<file path="config.mk">
export PLATFORM = sky130hd
export DESIGN_NAME = bresenham_line_pixel_generator_unit
export DESIGN_NICKNAME = d
export VERILOG_FILES = /design/src/rtl/blpg_pkg.sv /design/src/rtl/bresenham_line_pixel_generator_unit.sv /design/src/rtl/blpg_front.sv /design/src/rtl/blpg_queue.sv /design/src/rtl/blpg_back.sv
export VERILOG_INCLUDE_DIRS = /design/src /design/src/rtl
export SDC_FILE = /design/constraint.sdc
export NUM_CORES = 1
export LEC_CHECK = 0
export ABC_CLOCK_PERIOD_IN_PS = 6400
export BUFFER_PORTS_ARGS = -buffer_cell sky130_fd_sc_hd__buf_2
export CORE_MARGIN = 5
export CORE_UTILIZATION = 45
export CTS_CLUSTER_SIZE = 28
export DETAILED_ROUTE_END_ITERATION = 10
export SLEW_MARGIN = 20
export SYNTH_ARGS = -nofsm -noshare
export SYNTH_HDL_FRONTEND = slang
export SYNTH_SLANG_ARGS = --single-unit
</file>
<file path="constraint.sdc">
create_clock -name aclk -period 6.4 [get_ports aclk]
set_input_delay 0.64 -clock aclk [delete_from_list [all_inputs] [get_ports aclk]]
set_output_delay 0.64 -clock aclk [all_outputs]
set_load 0.02 [all_outputs]
</file>
<file path="src/rtl/assert_macros.svh">
// Assertion macros shared by the line rasterizer RTL.
// No dependencies; included by the modules that carry assertions.
`ifndef ASSERT_MACROS_SVH
`define ASSERT_MACROS_SVH

// Antecedent true in a cycle implies consequent true in the same cycle.
`define ASSERT_IMPLIES(lbl, clk, rst_n, ante, cons) \
    lbl: assert property (@(posedge clk) disable iff (!rst_n) (ante) |-> (cons)) \
        else $error("implication check failed");

// Antecedent true in a cycle implies consequent true in the next cycle.
`define ASSERT_NEXT(lbl, clk, rst_n, ante, cons) \
    lbl: assert property (@(posedge clk) disable iff (!rst_n) (ante) |=> (cons)) \
        else $error("next-cycle check failed");

`endif

</file>
<file path="src/rtl/blpg_pkg.sv">
// Types and constants for the Bresenham line pixel generator.
// No dependencies; imported by every module of the block.
`default_nettype none

package blpg_pkg;

    localparam int DEF_SCREEN_WIDTH  = 320;
    localparam int DEF_SCREEN_HEIGHT = 240;
    localparam int QUEUE_DEPTH       = 2;

    typedef enum logic {
        OP_START = 1'b0,
        OP_STEP  = 1'b1
    } op_t;

    typedef struct packed {
        op_t                operation;
        logic signed [15:0] start_x;
        logic signed [15:0] start_y;
        logic signed [15:0] end_x;
        logic signed [15:0] end_y;
        logic [31:0]        draw_color;
    } in_item_t;

    typedef struct packed {
        logic signed [15:0] pixel_x;
        logic signed [15:0] pixel_y;
        logic [31:0]        pixel_color;
        logic               visible;
        logic               last;
    } out_item_t;

    // Classified command handed from the front to the back.
    typedef struct packed {
        op_t                operation;
        logic signed [15:0] start_x;
        logic signed [15:0] start_y;
        logic signed [15:0] end_x;
        logic signed [15:0] end_y;
        logic [15:0]        abs_dx;
        logic [15:0]        abs_dy;
        logic               x_neg;
        logic               y_neg;
        logic [31:0]        color;
    } cmd_t;

endpackage

`default_nettype wire

</file>
<file path="src/rtl/bresenham_line_pixel_generator_unit.sv">
// Bresenham line pixel generator: a start item gives the first pixel, each step the next.
// Each item passes the front register, the command queue and the output register in turn.
// Throughput: one item per cycle while m_ready does not hold the output, set by the single
// add-compare error update in the back stage. Reset (aresetn low, synchronous) empties the
// pipeline and queue and leaves the generator idle with no line.
`default_nettype none

module bresenham_line_pixel_generator_unit
    import blpg_pkg::*;
#(
    parameter int SCREEN_WIDTH  = DEF_SCREEN_WIDTH,
    parameter int SCREEN_HEIGHT = DEF_SCREEN_HEIGHT
) (
    input  wire logic      aclk,
    input  wire logic      aresetn,
    input  wire logic      s_valid,
    output logic           s_ready,
    input  wire in_item_t  s_data,
    output logic           m_valid,
    input  wire logic      m_ready,
    output out_item_t      m_data
);

    logic fq_valid;
    logic fq_ready;
    cmd_t fq_data;
    logic qb_valid;
    logic qb_ready;
    cmd_t qb_data;

    blpg_front u_front (
        .aclk      (aclk),
        .aresetn   (aresetn),
        .s_valid   (s_valid),
        .s_ready   (s_ready),
        .s_data    (s_data),
        .cmd_valid (fq_valid),
        .cmd_ready (fq_ready),
        .cmd_data  (fq_data)
    );

    blpg_queue u_queue (
        .aclk      (aclk),
        .aresetn   (aresetn),
        .in_valid  (fq_valid),
        .in_ready  (fq_ready),
        .in_data   (fq_data),
        .out_valid (qb_valid),
        .out_ready (qb_ready),
        .out_data  (qb_data)
    );

    blpg_back #(
        .SCREEN_WIDTH  (SCREEN_WIDTH),
        .SCREEN_HEIGHT (SCREEN_HEIGHT)
    ) u_back (
        .aclk      (aclk),
        .aresetn   (aresetn),
        .cmd_valid (qb_valid),
        .cmd_ready (qb_ready),
        .cmd_data  (qb_data),
        .m_valid   (m_valid),
        .m_ready   (m_ready),
        .m_data    (m_data)
    );

endmodule

`default_nettype wire

</file>
<file path="src/rtl/blpg_front.sv">
// Front stage: accepts input items and precomputes line deltas for start commands.
// Depends on blpg_pkg.
`default_nettype none

module blpg_front
    import blpg_pkg::*;
(
    input  wire logic     aclk,
    input  wire logic     aresetn,
    input  wire logic     s_valid,
    output logic          s_ready,
    input  wire in_item_t s_data,
    output logic          cmd_valid,
    input  wire logic     cmd_ready,
    output cmd_t          cmd_data
);

    logic        valid_reg;
    cmd_t        cmd_reg;
    cmd_t        cmd_next;
    logic signed [16:0] dx;
    logic signed [16:0] dy;
    logic signed [16:0] dx_abs;
    logic signed [16:0] dy_abs;

    assign s_ready   = !valid_reg || cmd_ready;
    assign cmd_valid = valid_reg;
    assign cmd_data  = cmd_reg;

    always_comb begin
        dx     = 17'(s_data.end_x) - 17'(s_data.start_x);
        dy     = 17'(s_data.end_y) - 17'(s_data.start_y);
        dx_abs = dx[16] ? -dx : dx;
        dy_abs = dy[16] ? -dy : dy;
        cmd_next.operation = s_data.operation;
        cmd_next.start_x   = s_data.start_x;
        cmd_next.start_y   = s_data.start_y;
        cmd_next.end_x     = s_data.end_x;
        cmd_next.end_y     = s_data.end_y;
        cmd_next.abs_dx    = dx_abs[15:0];
        cmd_next.abs_dy    = dy_abs[15:0];
        cmd_next.x_neg     = dx[16];
        cmd_next.y_neg     = dy[16];
        cmd_next.color     = s_data.draw_color;
    end

    always_ff @(posedge aclk) begin
        if (!aresetn) begin
            valid_reg <= 1'b0;
        end else if (s_ready) begin
            valid_reg <= s_valid;
        end
    end

    always_ff @(posedge aclk) begin
        if (s_valid && s_ready) begin
            cmd_reg <= cmd_next;
        end
    end

endmodule

`default_nettype wire

</file>
<file path="src/rtl/blpg_queue.sv">
// Short command queue between the front and back stages.
// Depends on blpg_pkg and assert_macros.svh.
`default_nettype none
`include "assert_macros.svh"

module blpg_queue
    import blpg_pkg::*;
(
    input  wire logic aclk,
    input  wire logic aresetn,
    input  wire logic in_valid,
    output logic      in_ready,
    input  wire cmd_t in_data,
    output logic      out_valid,
    input  wire logic out_ready,
    output cmd_t      out_data
);

    localparam int PtrW = (QUEUE_DEPTH > 1) ? $clog2(QUEUE_DEPTH) : 1;
    localparam int CntW = $clog2(QUEUE_DEPTH + 1);

    cmd_t            entry_reg [QUEUE_DEPTH];
    logic [PtrW-1:0] wr_ptr_reg;
    logic [PtrW-1:0] rd_ptr_reg;
    logic [CntW-1:0] count_reg;
    logic            push;
    logic            pop;

    assign in_ready  = count_reg < CntW'(QUEUE_DEPTH);
    assign out_valid = count_reg != '0;
    assign out_data  = entry_reg[rd_ptr_reg];
    assign push      = in_valid && in_ready;
    assign pop       = out_valid && out_ready;

    function automatic logic [PtrW-1:0] ptr_inc(input logic [PtrW-1:0] p);
        if (p == PtrW'(QUEUE_DEPTH - 1)) begin
            return '0;
        end
        return p + 1'b1;
    endfunction

    always_ff @(posedge aclk) begin
        if (!aresetn) begin
            wr_ptr_reg <= '0;
            rd_ptr_reg <= '0;
            count_reg  <= '0;
        end else begin
            if (push) begin
                wr_ptr_reg <= ptr_inc(wr_ptr_reg);
            end
            if (pop) begin
                rd_ptr_reg <= ptr_inc(rd_ptr_reg);
            end
            if (push && !pop) begin
                count_reg <= count_reg + 1'b1;
            end else if (pop && !push) begin
                count_reg <= count_reg - 1'b1;
            end
        end
    end

    always_ff @(posedge aclk) begin
        if (push) begin
            entry_reg[wr_ptr_reg] <= in_data;
        end
    end

    // The fill count never exceeds the depth, and the pointers are equal when the queue is empty or full.
    `ASSERT_IMPLIES(a_q_count_bound, aclk, aresetn, 1'b1,
        count_reg <= CntW'(QUEUE_DEPTH))
    `ASSERT_IMPLIES(a_q_ptr_match, aclk, aresetn,
        count_reg == '0 || count_reg == CntW'(QUEUE_DEPTH), wr_ptr_reg == rd_ptr_reg)

endmodule

`default_nettype wire

</file>
<file path="src/rtl/blpg_back.sv">
// Back stage: holds the line state, runs the Bresenham update and registers each pixel.
// Depends on blpg_pkg and assert_macros.svh.
`default_nettype none
`include "assert_macros.svh"

module blpg_back
    import blpg_pkg::*;
#(
    parameter int SCREEN_WIDTH  = DEF_SCREEN_WIDTH,
    parameter int SCREEN_HEIGHT = DEF_SCREEN_HEIGHT
) (
    input  wire logic aclk,
    input  wire logic aresetn,
    input  wire logic cmd_valid,
    output logic      cmd_ready,
    input  wire cmd_t cmd_data,
    output logic      m_valid,
    input  wire logic m_ready,
    output out_item_t m_data
);

    localparam logic signed [15:0] ScrW = 16'(SCREEN_WIDTH);
    localparam logic signed [15:0] ScrH = 16'(SCREEN_HEIGHT);

    logic               active_reg;
    logic               m_valid_reg;
    out_item_t          m_data_reg;
    logic signed [15:0] cur_x_reg;
    logic signed [15:0] cur_y_reg;
    logic signed [15:0] target_x_reg;
    logic signed [15:0] target_y_reg;
    logic [15:0]        abs_dx_reg;
    logic [15:0]        abs_dy_reg;
    logic               x_neg_reg;
    logic               y_neg_reg;
    logic signed [17:0] err_reg;
    logic [31:0]        color_reg;

    logic               pop;
    logic               is_start;
    logic               emit;
    logic signed [18:0] e2;
    logic signed [18:0] dx19;
    logic signed [18:0] dy19;
    logic               move_x;
    logic               move_y;
    logic signed [17:0] step_err;
    logic signed [15:0] nx;
    logic signed [15:0] ny;
    logic signed [15:0] tx;
    logic signed [15:0] ty;
    logic signed [17:0] err_next;
    logic [31:0]        color_next;
    logic               fin;
    logic               vis;

    assign cmd_ready = !m_valid_reg || m_ready;
    assign pop       = cmd_valid && cmd_ready;
    assign is_start  = cmd_data.operation == OP_START;
    // A step with no line in progress is consumed without a pixel.
    assign emit      = pop && (is_start || active_reg);
    assign m_valid   = m_valid_reg;
    assign m_data    = m_data_reg;

    always_comb begin
        e2       = {err_reg, 1'b0};
        dx19     = $signed({3'b000, abs_dx_reg});
        dy19     = $signed({3'b000, abs_dy_reg});
        move_x   = e2 > -dy19;
        move_y   = e2 < dx19;
        step_err = err_reg - (move_x ? $signed({2'b00, abs_dy_reg}) : 18'sd0)
                           + (move_y ? $signed({2'b00, abs_dx_reg}) : 18'sd0);
        if (is_start) begin
            nx         = cmd_data.start_x;
            ny         = cmd_data.start_y;
            tx         = cmd_data.end_x;
            ty         = cmd_data.end_y;
            err_next   = $signed({2'b00, cmd_data.abs_dx}) - $signed({2'b00, cmd_data.abs_dy});
            color_next = cmd_data.color;
        end else begin
            nx         = move_x ? (x_neg_reg ? cur_x_reg - 16'sd1 : cur_x_reg + 16'sd1)
                                : cur_x_reg;
            ny         = move_y ? (y_neg_reg ? cur_y_reg - 16'sd1 : cur_y_reg + 16'sd1)
                                : cur_y_reg;
            tx         = target_x_reg;
            ty         = target_y_reg;
            err_next   = step_err;
            color_next = color_reg;
        end
        fin = (nx == tx) && (ny == ty);
        vis = !nx[15] && (nx < ScrW) && !ny[15] && (ny < ScrH);
    end

    always_ff @(posedge aclk) begin
        if (!aresetn) begin
            active_reg  <= 1'b0;
            m_valid_reg <= 1'b0;
        end else begin
            if (emit) begin
                active_reg  <= !fin;
                m_valid_reg <= 1'b1;
            end else if (m_ready) begin
                m_valid_reg <= 1'b0;
            end
        end
    end

    always_ff @(posedge aclk) begin
        if (emit) begin
            cur_x_reg   <= nx;
            cur_y_reg   <= ny;
            err_reg     <= err_next;
            color_reg   <= color_next;
            m_data_reg.pixel_x     <= nx;
            m_data_reg.pixel_y     <= ny;
            m_data_reg.pixel_color <= color_next;
            m_data_reg.visible     <= vis;
            m_data_reg.last        <= fin;
        end
        if (pop && is_start) begin
            target_x_reg <= cmd_data.end_x;
            target_y_reg <= cmd_data.end_y;
            abs_dx_reg   <= cmd_data.abs_dx;
            abs_dy_reg   <= cmd_data.abs_dy;
            x_neg_reg    <= cmd_data.x_neg;
            y_neg_reg    <= cmd_data.y_neg;
        end
    end

    `ASSERT_IMPLIES(a_emit_has_room, aclk, aresetn, emit, !m_valid_reg || m_ready)
    `ASSERT_NEXT(a_last_goes_idle, aclk, aresetn, emit && fin, !active_reg)
    `ASSERT_IMPLIES(a_last_at_target, aclk, aresetn, m_valid_reg && m_data_reg.last,
        m_data_reg.pixel_x == target_x_reg && m_data_reg.pixel_y == target_y_reg)

endmodule

`default_nettype wire

</file>
==> impl_metrics.py <==
metrics = {
    "run_status": {
        "run_status": "completed",
    },
    "synth": {
        "yosysTopAreaCell": "edfxtp_1",
        "synth_edf_count": 543,
        "synth_nets": 2372,
        "post-synth-top-count-cell": "edfxtp_1",
        "synth_cell_types": 102,
        "async_flop_share_pct": 0,
        "synth-seq-cells": 551,
        "synth_flop_cell": "edfxtp_1",
        "post-synth-top-area-fraction_pct": 58.82,
        "yosysWarnings": 0,
        "syn-mean-instance-area_um2": 13.09,
        "synthCells": 2118,
        "synth_common_cells": "543 x edfxtp_1, 158 x inv_1, 132 x ha_1",
        "synth_area_mm2": 0.02772,
        "synthTopCellsByArea": "edfxtp_1 59%, ha_1 6.0%, xnor2_1 4.1%",
        "ys_seq_area_share_pct": 59.40,
    },
    "detailed_routing": {
        "dr.pass1.iters": 5,
        "drtIter0Drc": 1159,
        "antenna_left": 0,
        "drcViolationCount": 0,
        "via_count": 17350,
        "finalWirelength_mm": 68.32,
        "routedWlPerCell_um": 21.59,
        "via_per_inst": 5.482,
    },
    "global_routing": {
        "grt.overflow.total": 0,
        "grt_pass1_vias": 17230,
        "grt_pass1_wl_mm": 103.4,
        "track_usage_pct": 20.05,
        "antenna_found_initial": 17,
        "grt_max_degree": 72,
    },
    "clocking": {
        "clk_latency_ps": 600,
        "cts_setup_buffers": 0,
        "clock_path_buffers": 3,
        "cts_tree": "built",
        "numCtsBuffers": 56,
        "clk_pin_slew_ps": 60,
        "root_buffer": "clkbuf_16",
        "htree_levels": 2,
        "cts_sinks": 551,
    },
    "critical_path": {
        "cp_max_fo": 8,
        "crit_family": "compound AO/OA/AOI/OAI gates",
        "critical_path_class": "reg2reg",
        "crit_buf_inv": 2,
        "cp.required_ps": 6730,
        "crit_path_start_kind": "register",
        "cp-end-kind": "register",
        "cpPeakStageDelay_ps": 570,
        "cp.arrival_ps": 6420,
        "cp_slowest_cell": "or4_4",
    },
    "flow_run": {
        "drv_cap": 0,
    },
    "pwr": {
        "ir_drop_mv": 0.2754,
        "p_leak_uw": 0.01190,
        "power.density_mw_per_mm2": 507.6,
        "p_total_uw": 16000,
    },
    "sta": {
        "hold_slack_ps": 222.6,
        "fin_crit_sh_pct": 95.16,
        "setup_viol": 0,
        "finalClockSkew_ps": 17.97,
        "slew-limit-headroom_pct": 30.80,
        "slew_viol_final": 0,
        "final.min_clock_period_ps": 6091,
        "hold_viol_final": 0,
        "worst_slew_pin_slew_ps": 1038,
        "fmax_mhz": 164.2,
    },
    "placed_design": {
        "port_buffers": 168,
        "place.gp.congestion": 0.8924,
        "dp_hpwl_mm": 51.10,
    },
    "final_layout": {
        "largest_reg_flops": 262,
        "drive_above_1_share_pct": 17.54,
        "syn_to_final_growth_pct": 13.73,
        "fill_cells": 5172,
        "nNetsFinal": 2580,
    },
    "floorplanning": {
        "row_count": 91,
        "die-height_um": 258.2,
        "start_util_pct": 45.17,
        "core_mm2": 0.06137,
        "die_area_mm2": 0.06666,
        "die_w_um": 258.2,
        "io_pins": 169,
    },
    "hold_path": {
        "hp-class": "in2reg",
    },
}
-- worst reg2reg max path: cells and delay by family (launching register included) --
kind	cells	cell delay, ps
buf+inv	2	220
mux	1	90
flops	1	400
xor+xnor	2	370
simple gates	8	1570
fa+ha+maj	3	1090
compound gates	10	2090
-- final cells by class --
type | count | area (um^2) | area share, %
Antenna cell | 8 | 20.02 | 0.06350
Tap cell | 790 | 988.4 | 3.135
Clock buffer | 70 | 1495 | 4.743
Multi-Input combinational cell | 1357 | 10510 | 33.32
Sequential cell | 551 | 16470 | 52.24
Clock inverter | 28 | 366.6 | 1.163
Timing Repair Buffer | 200 | 1081 | 3.429
Inverter | 160 | 600.6 | 1.905
-- cell families after synthesis --
logic type | Yosys count | share of synthesized area [%]
muxes | 138 | 5.376
DFF | 551 | 59.40
AOI/OAI and AO/OA | 364 | 9.009
xor gates and xnor gates | 206 | 6.617
and+or+nand+nor | 496 | 9.009
buffers and inverters | 210 | 3.114
adders and majority gates | 153 | 7.475
-- power by group --
part | total, uW | leakage [uW] | internal (uW) | switching [uW]
logic | 7260 | 0.00586 | 2950 | 4310
registers | 5410 | 0.00513 | 4910 | 499
clock network | 3330 | 0.000909 | 2010 | 1330
-- placed cells by master, fill, tap and decap left out, types with 17 or more instances in the layout --
master / netlist / final
buf_2: 8 / 168
fa_1: 21 / 21
ha_1: 132 / 132
nor3_1: 40 / 40
and3_1: 26 / 26
a211oi_1: 29 / 29
inv_1: 158 / 158
a21o_1: 24 / 24
nand2b_1: 17 / 17
nor2b_1: 35 / 34
clkbuf_16: 0 / 57
or3_1: 24 / 24
a21oi_1: 105 / 105
nand2_1: 128 / 128
edfxtp_1: 543 / 543
a31oi_1: 24 / 24
xor2_1: 73 / 73
nor2_1: 119 / 113
mux2i_1: 53 / 53
nand4_1: 18 / 18
mux2_2: 84 / 84
nand3_1: 26 / 25
xnor2_1: 131 / 131
o21ai_0: 55 / 53
buf_4: 3 / 32
-- metrics by stage --
| step | instances | util (%) | instance area (um^2) | setup slack (ps) | setup TNS, ps |
|---|---|---|---|---|---|
| 2_1_floorplan | 2118 | - | 27720 | 280.9 | 0 |
| 3_3_place_gp | 3058 | 48.19 | 29570 | 173.6 | 0 |
| 3_5_place_dp | 3058 | 48.19 | 29570 | -78.08 | -95.80 |
| 4_1_cts | 3156 | 51.23 | 31440 | 4.999 | 0 |
| 5_1_grt | 3158 | 51.35 | 31510 | -33.73 | -34.79 |
| 6_report | 3164 | 51.37 | 31530 | 309.5 | 0 |
-- per-layer routing --
layer	up-vias	track usage [%]	share of wire (%)	wire (um)
li1	8310	-	-	-
met4	20	5.384	2.6	1746
met1	8467	28.59	46	31510
met3	99	4.155	5.9	4018
met2	449	31.58	45	30910
met5	-	0	0.19	129
-- timing repair --
action,in CTS,in global routing
hold buffers,0,0
endpoints found under the setup margin,2,8
resized for setup,1,16
-- final timing paths --
| kind | startpoint | end | slack (ps) | depth (start not counted) |
|---|---|---|---|---|
| min reg2reg | u_front.cmd_data[42]$_DFFE_PP_ | u_queue.entry_reg[1][42]$_DFFE_PP_ | 440 | 0 |
| max | u_back.abs_dy_reg[4]$_DFFE_PP_ | u_back.err_reg[16]$_DFFE_PP_ | 310 | 26 |
| min | s_data[11] | u_front.cmd_data[11]$_DFFE_PP_ | 220 | 1 |
| max reg2reg | u_back.abs_dy_reg[4]$_DFFE_PP_ | u_back.err_reg[16]$_DFFE_PP_ | 310 | 26 |
No activity file was read; power rests on OpenSTA's default activity.
